### src/rtl/valve_actuator_drive_fsm_macros.svh
// Assertion macros for the valve actuator drive block.
// Needs nothing else; define NO_ASSERTIONS to compile the checks out.
`ifndef VALVE_ACTUATOR_DRIVE_FSM_MACROS_SVH
`define VALVE_ACTUATOR_DRIVE_FSM_MACROS_SVH

`ifndef NO_ASSERTIONS
// Same-cycle implication, disabled during reset
`define VAD_ASSERT_NOW(label, clk, rst_n, ante, cons) \
  label: assert property (@(posedge clk) disable iff (!(rst_n)) (ante) |-> (cons)) \
    else $error("vad assertion failed");
// Next-cycle implication, disabled during reset
`define VAD_ASSERT_NEXT(label, clk, rst_n, ante, cons) \
  label: assert property (@(posedge clk) disable iff (!(rst_n)) (ante) |=> (cons)) \
    else $error("vad assertion failed");
`else
`define VAD_ASSERT_NOW(label, clk, rst_n, ante, cons)
`define VAD_ASSERT_NEXT(label, clk, rst_n, ante, cons)
`endif

`endif

### src/rtl/vad_pkg.sv
// Shared types and constants for the valve actuator drive block.
// No dependencies; used by the top level.
`default_nettype none

package vad_pkg;

  // Configuration port
  localparam int CfgIdxW  = 2;
  localparam int CfgDataW = 12;
  localparam logic [CfgIdxW-1:0] CfgTorqueSetpoint = 2'd0;
  localparam logic [CfgIdxW-1:0] CfgCloseByLimit   = 2'd1;

  // Thresholds in tenths of percent and 100 us ticks
  localparam logic [9:0]  PosOpen      = 10'd995;
  localparam logic [9:0]  PosClosed    = 10'd5;
  localparam logic [9:0]  PosNear      = 10'd50;
  localparam logic [9:0]  TReversal    = 10'd800;
  localparam logic [13:0] THammer      = 14'd140;
  localparam logic [15:0] TJam         = 16'd4000;
  localparam logic [11:0] TqJam        = 12'd1500;
  localparam logic [11:0] TqSeatTrip   = 12'd1100;
  localparam logic [11:0] TqLimMin     = 12'd10;
  localparam logic [11:0] TqLimDefault = 12'd1000;
  localparam logic [11:0] TqSetReset   = 12'd1000;

  // Raw command codes on the input field
  localparam logic [1:0] CmdRawStop = 2'b00;
  localparam logic [1:0] CmdRawOpen = 2'b01;
  localparam logic [1:0] ModeOff    = 2'd2;

  typedef enum logic [1:0] {
    CmdStop  = 2'd0,
    CmdOpen  = 2'd1,
    CmdClose = 2'd2
  } vad_cmd_e;

  typedef enum logic [2:0] {
    StStop    = 3'd0,
    StOpening = 3'd1,
    StClosing = 3'd2,
    StOpened  = 3'd3,
    StClosed  = 3'd4,
    StFault   = 3'd5
  } vad_state_e;

  typedef enum logic [2:0] {
    FcOk         = 3'd0,
    FcWarn       = 3'd1,
    FcPhase      = 3'd2,
    FcTherm      = 3'd3,
    FcPos        = 3'd4,
    FcJam        = 3'd5,
    FcOvertorque = 3'd6
  } vad_fault_e;

endpackage

`default_nettype wire

### src/rtl/vad_in_if.sv
// Input channel of the valve actuator drive block: one control tick per transfer.
// Depends on nothing but the handshake convention valid/ready.
`default_nettype none

interface vad_in_if;
  logic               valid;
  logic               ready;
  logic signed [1:0]  cmd;
  logic        [1:0]  mode;
  logic               hw_good;
  logic               thm_good;
  logic               phs_good;
  logic               pos_ok;
  logic               tq_valid;
  logic        [9:0]  position;
  logic        [11:0] torque;
  logic        [13:0] elapsed;
  logic               clear_latch;

  modport source (
    output valid, cmd, mode, hw_good, thm_good, phs_good, pos_ok, tq_valid,
           position, torque, elapsed, clear_latch,
    input  ready
  );
  modport sink (
    input  valid, cmd, mode, hw_good, thm_good, phs_good, pos_ok, tq_valid,
           position, torque, elapsed, clear_latch,
    output ready
  );
endinterface

`default_nettype wire

### src/rtl/vad_out_if.sv
// Result channel of the valve actuator drive block: coil drive and status per tick.
// Depends on nothing but the handshake convention valid/ready.
`default_nettype none

interface vad_out_if;
  logic       valid;
  logic       ready;
  logic [2:0] drive_state;
  logic [2:0] flt_code;
  logic       open_coil;
  logic       close_coil;
  logic       running;
  logic       at_open;
  logic       at_closed;
  logic       alarm_relay;

  modport source (
    output valid, drive_state, flt_code, open_coil, close_coil, running,
           at_open, at_closed, alarm_relay,
    input  ready
  );
  modport sink (
    input  valid, drive_state, flt_code, open_coil, close_coil, running,
           at_open, at_closed, alarm_relay,
    output ready
  );
endinterface

`default_nettype wire

### src/rtl/valve_actuator_drive_fsm.sv
// Valve actuator drive: coil control, timers and fault latch, one tick per transfer.
// Depends on vad_pkg, vad_in_if, vad_out_if and valve_actuator_drive_fsm_macros.svh.
//
// Usage:
//   Each input transfer on in_i is one control tick (command, mode, health
//   flags, position, torque, elapsed time). Each tick yields exactly one
//   result on out_o with the contactor coil drive and status.
//   The result is registered and valid in the cycle after the input
//   transfer; the whole tick is evaluated in the accept cycle and lands in the
//   result register, while timers, latch and last command update at the same edge.
//   Throughput: one tick per cycle. in_i.ready is high while the result
//   register is empty or being drained, so a stalled receiver holds the
//   current result and stops input only for as long as it stalls.
//   Configuration: cfg_we_i writes register cfg_idx_i (0 torque setpoint,
//   1 close-by-limit) with cfg_data_i; other indexes are ignored. Write only
//   while no tick is pending.
//   Reset: clears all timers, the fault latch, the last command (stop),
//   the reported state (stop) and fault (ok), drops out_o.valid and restores
//   the setpoint to 1000 and torque seating.
`default_nettype none
`include "valve_actuator_drive_fsm_macros.svh"

module valve_actuator_drive_fsm (
  input  wire                         clk_i,
  input  wire                         rst_ni,
  input  wire                         cfg_we_i,
  input  wire [vad_pkg::CfgIdxW-1:0]  cfg_idx_i,
  input  wire [vad_pkg::CfgDataW-1:0] cfg_data_i,
  vad_in_if.sink                      in_i,
  vad_out_if.source                   out_o
);

  // Configuration registers
  logic [11:0] tq_set_q;
  logic        close_lim_q;

  // Tick state
  logic [9:0]           rev_q, rev_d;
  logic [13:0]          ham_q, ham_d;
  logic [15:0]          jam_q, jam_d;
  vad_pkg::vad_cmd_e    prev_q, prev_d;
  logic                 latch_q, latch_d;
  vad_pkg::vad_state_e  rst_q, rst_d;
  vad_pkg::vad_fault_e  rfc_q, rfc_d;

  // Result register
  logic       out_valid_q;
  logic [2:0] st_q, fc_q;
  logic       oc_q, cc_q, aopen_q, aclosed_q, relay_q;
  logic       oc_d, cc_d, relay_d, aclosed_d;

  // Combinational helpers
  vad_pkg::vad_cmd_e    cmd;
  vad_pkg::vad_state_e  st;
  vad_pkg::vad_fault_e  fc;
  logic                 in_xfer;
  logic                 health_bad;
  logic                 latch_in;
  logic                 rev_set;
  logic [9:0]           rev_cur;
  logic [11:0]          tlim;
  logic [14:0]          ham_sum;
  logic [13:0]          ham_new;
  logic [16:0]          jam_sum;
  logic [15:0]          jam_new;
  logic [18:0]          tq_x100, lim_x105;
  logic                 bypass, over_open, t_hit, lim_hit;

  assign in_i.ready = !out_valid_q || out_o.ready;
  assign in_xfer    = in_i.valid && in_i.ready;

  // Decode the command; mode off forces stop
  always_comb begin
    unique case (in_i.cmd)
      vad_pkg::CmdRawStop: cmd = vad_pkg::CmdStop;
      vad_pkg::CmdRawOpen: cmd = vad_pkg::CmdOpen;
      default:             cmd = vad_pkg::CmdClose;
    endcase
    if (in_i.mode == vad_pkg::ModeOff) cmd = vad_pkg::CmdStop;
  end

  assign health_bad = !in_i.hw_good || !in_i.thm_good || !in_i.phs_good || !in_i.pos_ok;
  assign latch_in   = latch_q && !in_i.clear_latch;
  assign rev_set    = (prev_q != vad_pkg::CmdStop) && (cmd != vad_pkg::CmdStop) &&
                      (cmd != prev_q);
  assign rev_cur    = rev_set ? vad_pkg::TReversal : rev_q;
  assign tlim       = (tq_set_q > vad_pkg::TqLimMin) ? tq_set_q : vad_pkg::TqLimDefault;

  // Saturating timer sums
  assign ham_sum = {1'b0, ham_q} + {1'b0, in_i.elapsed};
  assign ham_new = (ham_q < vad_pkg::THammer) ?
                   (ham_sum[14] ? 14'h3FFF : ham_sum[13:0]) : ham_q;
  assign jam_sum = {1'b0, jam_q} + {3'b000, in_i.elapsed};
  assign jam_new = jam_sum[16] ? 16'hFFFF : jam_sum[15:0];

  // Exact torque compare: 100*torque against 105*limit
  assign tq_x100   = 19'(in_i.torque) * 19'd100;
  assign lim_x105  = 19'(tlim) * 19'd105;
  assign bypass    = (cmd == vad_pkg::CmdOpen) && (in_i.position < vad_pkg::PosNear);
  assign over_open = !bypass && in_i.tq_valid && (tq_x100 > lim_x105) &&
                     (ham_new >= vad_pkg::THammer);
  assign t_hit     = in_i.tq_valid && (in_i.torque >= tlim);
  assign lim_hit   = in_i.position <= vad_pkg::PosClosed;

  // Evaluate one tick
  always_comb begin
    rev_d     = rev_q;
    ham_d     = ham_q;
    jam_d     = jam_q;
    prev_d    = prev_q;
    latch_d   = latch_in;
    rst_d     = rst_q;
    rfc_d     = rfc_q;
    oc_d      = 1'b0;
    cc_d      = 1'b0;
    relay_d   = 1'b0;
    aclosed_d = lim_hit;
    st        = vad_pkg::StStop;
    fc        = vad_pkg::FcOk;
    priority if (health_bad) begin
      // Health fault: latch, coils off, relay on
      rst_d   = vad_pkg::StFault;
      latch_d = 1'b1;
      relay_d = 1'b1;
      priority if (!in_i.phs_good) rfc_d = vad_pkg::FcPhase;
      else if (!in_i.thm_good)     rfc_d = vad_pkg::FcTherm;
      else if (!in_i.pos_ok)       rfc_d = vad_pkg::FcPos;
      else                         rfc_d = vad_pkg::FcJam;
    end else if (latch_in) begin
      // Latched: hold until a stop command
      relay_d = 1'b1;
      if (cmd == vad_pkg::CmdStop) begin
        latch_d = 1'b0;
        rst_d   = vad_pkg::StStop;
        rfc_d   = vad_pkg::FcOk;
        relay_d = 1'b0;
      end
    end else if (rev_cur != 10'd0) begin
      // Reversal dead time: both coils off, fault code kept
      prev_d = cmd;
      rev_d  = ({4'b0000, rev_cur} <= in_i.elapsed) ? 10'd0 : rev_cur - in_i.elapsed[9:0];
      rst_d  = vad_pkg::StStop;
    end else begin
      prev_d = cmd;
      unique case (cmd)
        vad_pkg::CmdOpen: begin
          if (in_i.position >= vad_pkg::PosOpen) begin
            st = vad_pkg::StOpened;
          end else begin
            ham_d = ham_new;
            priority if (over_open) begin
              st      = vad_pkg::StFault;
              fc      = vad_pkg::FcOvertorque;
              latch_d = 1'b1;
            end else if (bypass && in_i.tq_valid && (in_i.torque > vad_pkg::TqJam)) begin
              jam_d = jam_new;
              if (jam_new > vad_pkg::TJam) begin
                st      = vad_pkg::StFault;
                fc      = vad_pkg::FcJam;
                latch_d = 1'b1;
              end else begin
                oc_d = 1'b1;
                st   = vad_pkg::StOpening;
              end
            end else begin
              jam_d = 16'd0;
              oc_d  = 1'b1;
              st    = vad_pkg::StOpening;
            end
          end
        end
        vad_pkg::CmdClose: begin
          ham_d = 14'd0;
          priority if (close_lim_q) begin
            priority if (lim_hit) begin
              st = vad_pkg::StClosed;
            end else if (t_hit && (in_i.torque >= vad_pkg::TqSeatTrip)) begin
              st      = vad_pkg::StFault;
              fc      = vad_pkg::FcOvertorque;
              latch_d = 1'b1;
            end else begin
              cc_d = 1'b1;
              st   = vad_pkg::StClosing;
            end
          end else if (t_hit || lim_hit) begin
            st = vad_pkg::StClosed;
          end else begin
            cc_d = 1'b1;
            st   = vad_pkg::StClosing;
          end
        end
        default: begin
          ham_d = 14'd0;
          jam_d = 16'd0;
          priority if (in_i.position >= vad_pkg::PosOpen) st = vad_pkg::StOpened;
          else if (lim_hit)                               st = vad_pkg::StClosed;
          else                                            st = vad_pkg::StStop;
        end
      endcase
      rst_d     = st;
      relay_d   = (st == vad_pkg::StFault);
      aclosed_d = lim_hit || (st == vad_pkg::StClosed);
      if (st == vad_pkg::StFault)  rfc_d = fc;
      else if (in_i.tq_valid)      rfc_d = vad_pkg::FcOk;
      else                         rfc_d = vad_pkg::FcWarn;
    end
  end

  // Hold configuration; ignore indexes beyond the list
  always_ff @(posedge clk_i or negedge rst_ni) begin
    if (!rst_ni) begin
      tq_set_q    <= vad_pkg::TqSetReset;
      close_lim_q <= 1'b0;
    end else if (cfg_we_i) begin
      case (cfg_idx_i)
        vad_pkg::CfgTorqueSetpoint: tq_set_q    <= cfg_data_i[11:0];
        vad_pkg::CfgCloseByLimit:   close_lim_q <= cfg_data_i[0];
        default: ;
      endcase
    end
  end

  // Advance tick state on each input transfer
  always_ff @(posedge clk_i or negedge rst_ni) begin
    if (!rst_ni) begin
      rev_q   <= '0;
      ham_q   <= '0;
      jam_q   <= '0;
      prev_q  <= vad_pkg::CmdStop;
      latch_q <= 1'b0;
      rst_q   <= vad_pkg::StStop;
      rfc_q   <= vad_pkg::FcOk;
    end else if (in_xfer) begin
      rev_q   <= rev_d;
      ham_q   <= ham_d;
      jam_q   <= jam_d;
      prev_q  <= prev_d;
      latch_q <= latch_d;
      rst_q   <= rst_d;
      rfc_q   <= rfc_d;
    end
  end

  // Result valid: set on input transfer, drop when taken
  always_ff @(posedge clk_i or negedge rst_ni) begin
    if (!rst_ni) begin
      out_valid_q <= 1'b0;
    end else if (in_xfer) begin
      out_valid_q <= 1'b1;
    end else if (out_o.ready) begin
      out_valid_q <= 1'b0;
    end
  end

  // Result payload
  always_ff @(posedge clk_i) begin
    if (in_xfer) begin
      st_q      <= rst_d;
      fc_q      <= rfc_d;
      oc_q      <= oc_d;
      cc_q      <= cc_d;
      aopen_q   <= in_i.position >= vad_pkg::PosOpen;
      aclosed_q <= aclosed_d;
      relay_q   <= relay_d;
    end
  end

  assign out_o.valid       = out_valid_q;
  assign out_o.drive_state = st_q;
  assign out_o.flt_code    = fc_q;
  assign out_o.open_coil   = oc_q;
  assign out_o.close_coil  = cc_q;
  assign out_o.running     = oc_q || cc_q;
  assign out_o.at_open     = aopen_q;
  assign out_o.at_closed   = aclosed_q;
  assign out_o.alarm_relay = relay_q;

  // Checks
  `VAD_ASSERT_NOW(a_coils_exclusive, clk_i, rst_ni, out_valid_q, !(oc_q && cc_q))
  `VAD_ASSERT_NOW(a_relay_no_drive, clk_i, rst_ni, out_valid_q && relay_q, !(oc_q || cc_q))
  `VAD_ASSERT_NEXT(a_latch_coils_off, clk_i, rst_ni, in_xfer && latch_in, !out_o.running)

endmodule

`default_nettype wire
### src/flat_wrapper.sv
// flat-port wrapper written by rule: the top's interface ports become plain ports
module valve_actuator_drive_fsm_flat 
  (clk_i, rst_ni, cfg_we_i, cfg_idx_i, cfg_data_i, in_i_valid, in_i_cmd, in_i_mode, in_i_hw_good, in_i_thm_good, in_i_phs_good, in_i_pos_ok, in_i_tq_valid, in_i_position, in_i_torque, in_i_elapsed, in_i_clear_latch, in_i_ready, out_o_valid, out_o_drive_state, out_o_flt_code, out_o_open_coil, out_o_close_coil, out_o_running, out_o_at_open, out_o_at_closed, out_o_alarm_relay, out_o_ready);
  vad_in_if in_i_i ();
  vad_out_if out_o_i ();
  input  wire clk_i;
  input  wire rst_ni;
  input  wire cfg_we_i;
  input  wire [vad_pkg::CfgIdxW-1:0] cfg_idx_i;
  input  wire [vad_pkg::CfgDataW-1:0] cfg_data_i;
  input wire logic [$bits(in_i_i.valid)-1:0] in_i_valid;
  input wire logic [$bits(in_i_i.cmd)-1:0] in_i_cmd;
  input wire logic [$bits(in_i_i.mode)-1:0] in_i_mode;
  input wire logic [$bits(in_i_i.hw_good)-1:0] in_i_hw_good;
  input wire logic [$bits(in_i_i.thm_good)-1:0] in_i_thm_good;
  input wire logic [$bits(in_i_i.phs_good)-1:0] in_i_phs_good;
  input wire logic [$bits(in_i_i.pos_ok)-1:0] in_i_pos_ok;
  input wire logic [$bits(in_i_i.tq_valid)-1:0] in_i_tq_valid;
  input wire logic [$bits(in_i_i.position)-1:0] in_i_position;
  input wire logic [$bits(in_i_i.torque)-1:0] in_i_torque;
  input wire logic [$bits(in_i_i.elapsed)-1:0] in_i_elapsed;
  input wire logic [$bits(in_i_i.clear_latch)-1:0] in_i_clear_latch;
  output wire logic [$bits(in_i_i.ready)-1:0] in_i_ready;
  output wire logic [$bits(out_o_i.valid)-1:0] out_o_valid;
  output wire logic [$bits(out_o_i.drive_state)-1:0] out_o_drive_state;
  output wire logic [$bits(out_o_i.flt_code)-1:0] out_o_flt_code;
  output wire logic [$bits(out_o_i.open_coil)-1:0] out_o_open_coil;
  output wire logic [$bits(out_o_i.close_coil)-1:0] out_o_close_coil;
  output wire logic [$bits(out_o_i.running)-1:0] out_o_running;
  output wire logic [$bits(out_o_i.at_open)-1:0] out_o_at_open;
  output wire logic [$bits(out_o_i.at_closed)-1:0] out_o_at_closed;
  output wire logic [$bits(out_o_i.alarm_relay)-1:0] out_o_alarm_relay;
  input wire logic [$bits(out_o_i.ready)-1:0] out_o_ready;
  assign in_i_i.valid = in_i_valid;
  assign in_i_i.cmd = in_i_cmd;
  assign in_i_i.mode = in_i_mode;
  assign in_i_i.hw_good = in_i_hw_good;
  assign in_i_i.thm_good = in_i_thm_good;
  assign in_i_i.phs_good = in_i_phs_good;
  assign in_i_i.pos_ok = in_i_pos_ok;
  assign in_i_i.tq_valid = in_i_tq_valid;
  assign in_i_i.position = in_i_position;
  assign in_i_i.torque = in_i_torque;
  assign in_i_i.elapsed = in_i_elapsed;
  assign in_i_i.clear_latch = in_i_clear_latch;
  assign in_i_ready = in_i_i.ready;
  assign out_o_valid = out_o_i.valid;
  assign out_o_drive_state = out_o_i.drive_state;
  assign out_o_flt_code = out_o_i.flt_code;
  assign out_o_open_coil = out_o_i.open_coil;
  assign out_o_close_coil = out_o_i.close_coil;
  assign out_o_running = out_o_i.running;
  assign out_o_at_open = out_o_i.at_open;
  assign out_o_at_closed = out_o_i.at_closed;
  assign out_o_alarm_relay = out_o_i.alarm_relay;
  assign out_o_i.ready = out_o_ready;
  valve_actuator_drive_fsm u_core (.clk_i(clk_i), .rst_ni(rst_ni), .cfg_we_i(cfg_we_i), .cfg_idx_i(cfg_idx_i), .cfg_data_i(cfg_data_i), .in_i(in_i_i), .out_o(out_o_i));
endmodule
### config.mk
export PLATFORM = sky130hd
export DESIGN_NAME = valve_actuator_drive_fsm_flat
export DESIGN_NICKNAME = d
export VERILOG_FILES = /design/src/rtl/vad_pkg.sv /design/src/rtl/vad_in_if.sv /design/src/rtl/vad_out_if.sv /design/src/rtl/valve_actuator_drive_fsm.sv /design/src/flat_wrapper.sv
export VERILOG_INCLUDE_DIRS = /design/src /design/src/rtl
export SDC_FILE = /design/constraint.sdc
export NUM_CORES = 1
export LEC_CHECK = 0
export BUFFER_PORTS_ARGS = -buffer_cell sky130_fd_sc_hd__buf_2
export CORE_UTILIZATION = 62
export DETAILED_ROUTE_END_ITERATION = 7
export PLACE_DENSITY_LB_ADDON = 0.15
export SETUP_SLACK_MARGIN = 0.02
export SLEW_MARGIN = 10
export SYNTH_ARGS = -nofsm -noshare
export SYNTH_HDL_FRONTEND = slang
export SYNTH_SLANG_ARGS = --single-unit
### constraint.sdc
create_clock -name clk_i -period 7.5 [get_ports clk_i]
set_input_delay 0.375 -clock clk_i [delete_from_list [all_inputs] [get_ports clk_i]]
set_output_delay 0.375 -clock clk_i [all_outputs]
set_load 0.01 [all_outputs]
==> flow_summary.toml <==
[sta]
max_freq_mhz = 139
slew_headroom_pct = 36.0
slew_viol_final = 0
rsz0062_at_grt = "no"
fin_crit_sh_pct = 95.8
finalHoldViolCount = 0
period_needed_ns = 7.18
tightest_slew_ns = 0.956
finalWorstSetupSlack_ns = 0.319
finalClockSkew_ns = 0.0101
setup_viol = 0
timing.hold.ws_ns = 0.187

[clock_network]
h-tree-depth = 3
cts_tree = "built"
numCtsBuffers = 9
postCtsHoldBufs = 0
clk_pin_slew_ns = 0.06
cts-root-buf = "clkbuf_16"
worst_skew_pair.late_latency_ns = 0.35
clockBufferDepth = 2
clkSinkCount = 74

[power_and_ir_drop]
p_leak_uw = 0.00518
powerDensity_mw_per_mm2 = 289
ir_worst_vdd_uv = 370
seq_power_share_pct = 16.3
p_sw_uw = 1310
p_int_uw = 1610
p_sw_share_pct = 44.9
combPwrFrac_pct = 69.6
clockPowerShare_pct = 14.1

[synth]
synth_fa_ha_area_share_pct = 27.8
syn_inst = 1076
synth.avg_cell_area_um2 = 8.50
muxShareOfSynthArea_pct = 2.93
yosys.area_share.xor_xnor_pct = 4.40
netlist_area_mm2 = 0.00915
seq_area_frac_synth_pct = 20.9
synth-edff-count = 11
synth-async-reset-ratio_pct = 85.1
synth_top_family_by_area = "adder cells"
synth_compound_area_share_pct = 21.5
synthFlopType = "dfrtp_1"
yosys.area_share.simple_pct = 14.7
syn_nets = 1330
ys_seq_elements = 74
ys_warn_count = 0
yosysUniqueCellTypes = 82

[placement]
pre_cts_slack_ns = -0.00331
place_area_mm2 = 0.00968
place_inst = 1317
port-buffer-count = 78
gp_congestion = 0.914
dp_hpwl_um = 17000

[drt]
drt_iter0_markers = 432
drt_pass1_iterations = 5
ant_nets = 0
wl_per_cell_um = 16.1
vias_per_cell = 5.96
drc = 0
vias = 7975
routed_wl_um = 21500

[global_routing]
antenna_found_initial = 0
grt_usage_pct = 28.6
first_global_vias = 7399
grt_max_degree = 64
overflow = 0
grt_first_pass_wirelength_um = 34000

[die]
ios = 79
die_w_um = 123
rows = 44
start_util_pct = 63.2
die_h_um = 123
core_area_mm2 = 0.0145
dieArea_mm2 = 0.0152

[critical_path]
crit_start = "u_core.tq_set_q[10]$_DFFE_PN0P_"
cp.required_ns = 7.73
reg2reg_from = "u_core.tq_set_q[10]$_DFFE_PN0P_"
startpoint_type = "flip-flop"
reg2reg_to = "u_core.jam_q[12]$_DFFE_PN0P_"
ff2ff_setup_slack_ns = 0.32
crit_path_max_fanout = 8
slowest_stage = "or4_4"
worst_ep_arrival_time_ns = 7.41
end_kind = "flip-flop"
max_stage_delay_ns = 0.56
path_delay_family = "compound AO/OA/AOI/OAI gates"
crit_type = "reg -> reg"
worst_path_most_repeated_cell = "inv_1"
reg2reg_depth = 32
crit_buf_inv = 4

[layout]
layout_common_cells = "163 x ha_1, 158 x inv_1, 78 x buf_2"
fin_area_mm2 = 0.0101
antenna_cells = 0
drive_gt1_share_pct = 14.0
seqCellArea_mm2 = 0.00191
fin_nets = 1403
multi_input_area_mm2 = 0.00667
final_common_cell = "ha_1"
final_util_pct = 69.9
area_growth_pct = 10.6
stdcell_count = 1338
n_fill_cell = 1175

[flow_run]
cap_violations = 0

[run_status]
status = "finished clean"

[hold_path]
hp-class = "in -> async"
## synth_stat cells (all sizes together) (5+ instances only)
cell     count  share of area, %
or3          6              0.41
and3         9              0.62
a2111oi      5              0.55
nor3        20               1.1
o21a        12              0.98
and2         8              0.55
o41ai        5              0.77
nor4         6              0.41
fa          24               5.3
dfrtp       57                16
inv        160               6.6
nand2       78               3.2
ha         165                23
nor2        48               2.0
nand4        9              0.62
clkbuf      19              0.78
nand3       13              0.71
edfxtp      11               3.6
xor2        18               1.7
dfstp        6               1.7
or4          5              0.45
a21oi       72               3.9
xnor2       28               2.7
a211oi      13               1.2
or2         11              0.75
nor2b       21               1.4
mux2        22               2.7
a21boi      12              0.98
o31ai        8              0.81
nand2b      20               1.4
o211ai       9              0.79
o21ai       77               4.3
a31oi       13              0.89
a21o        24               2.0
a211o        5              0.48
## repair_timing
item	in CTS	in global routing
resized for setup	1	28
pin swaps	0	12
endpoints found under the setup margin	12	26
gates cloned	0	2
setup buffers	1	2
## worst max-delay path by stage
stage	end	slack, ns	cells past startpoint
floorplan	u_core.jam_q[0]$_DFFE_PN0P_	0.69	33
global placement	u_core.jam_q[0]$_DFFE_PN0P_	0.16	32
detailed placement	u_core.jam_q[6]$_DFFE_PN0P_	-0.003	32
CTS	u_core.jam_q[12]$_DFFE_PN0P_	0.05	32
global route	u_core.jam_q[3]$_DFFE_PN0P_	0.009	32
finish	u_core.jam_q[12]$_DFFE_PN0P_	0.32	32
## worst register-to-register path: cells and delay by family, from the launching register on
| family | cells | cell delay [ns] |
|---|---|---|
| AO/OA/AOI/OAI | 13 | 2.18 |
| multiplexers | 1 | 0.33 |
| buffers and inverters | 4 | 0.23 |
| flip-flops | 1 | 0.40 |
| adder cells (fa/ha/maj) | 6 | 1.80 |
| AND/OR/NAND/NOR | 8 | 2.11 |
## kinds of logic (layout without fill, tap and decap cells)
kind of cell             Yosys count  count (layout)
multiplexers                      24              24
flip-flops                        74              74
AO/OA/AOI/OAI                    294             296
adder cells (fa/ha/maj)          189             189
AND/OR/NAND/NOR                  266             266
XOR/XNOR                          46              46
buffers and inverters            183             259
## layer usage
layer | global-route usage, % | share of wire [%]
met4 | 8.21 | 2.8
met5 | 0 | 0
met2 | 51.2 | 50
met1 | 35.1 | 44
met3 | 4.75 | 3.4
## stage by stage
stage	setup TNS [ns]	total power [uW]
final	0	2920
after global routing	0	3240
after CTS	0	2810
after detailed placement	-0.00498	2370
after global placement	0	2340
after floorplan	0	1970
## registers in the layout (all words and copies together), names as in the netlist
name and count:
u_core.jam_q 16, u_core.ham_q 14, u_core.tq_set_q 12, u_core.rev_q 10, u_core.out_o.drive_state 3, u_core.out_o.flt_code 3
u_core.rfc_q 3, u_core.rst_q 3, u_core.prev_q 2, u_core.close_lim_q 1, u_core.latch_q 1, u_core.out_o.alarm_relay 1
u_core.out_o.at_closed 1, u_core.out_o.at_open 1, u_core.out_o.close_coil 1, u_core.out_o.open_coil 1, u_core.out_o.valid 1
## power by group through the flow
stage	clock network [uW]	registers [uW]	logic, uW
final	412	477	2040
after global routing	436	481	2320
after CTS	421	476	1910
after detailed placement	0	483	1890
after global placement	0	481	1860
after floorplan	0	469	1500
## final cells by class
| cell class | count | area share [%] |
|---|---|---|
| multi-input cells | 821 | 65.9 |
| flip-flops and latches | 74 | 18.9 |
| inverters | 160 | 5.93 |
| repair buffers | 83 | 4.23 |
| clock buffers | 11 | 2.40 |
| well taps | 184 | 2.27 |
| clock inverters | 5 | 0.371 |
Note: power is estimated with default switching activity, not from simulation.
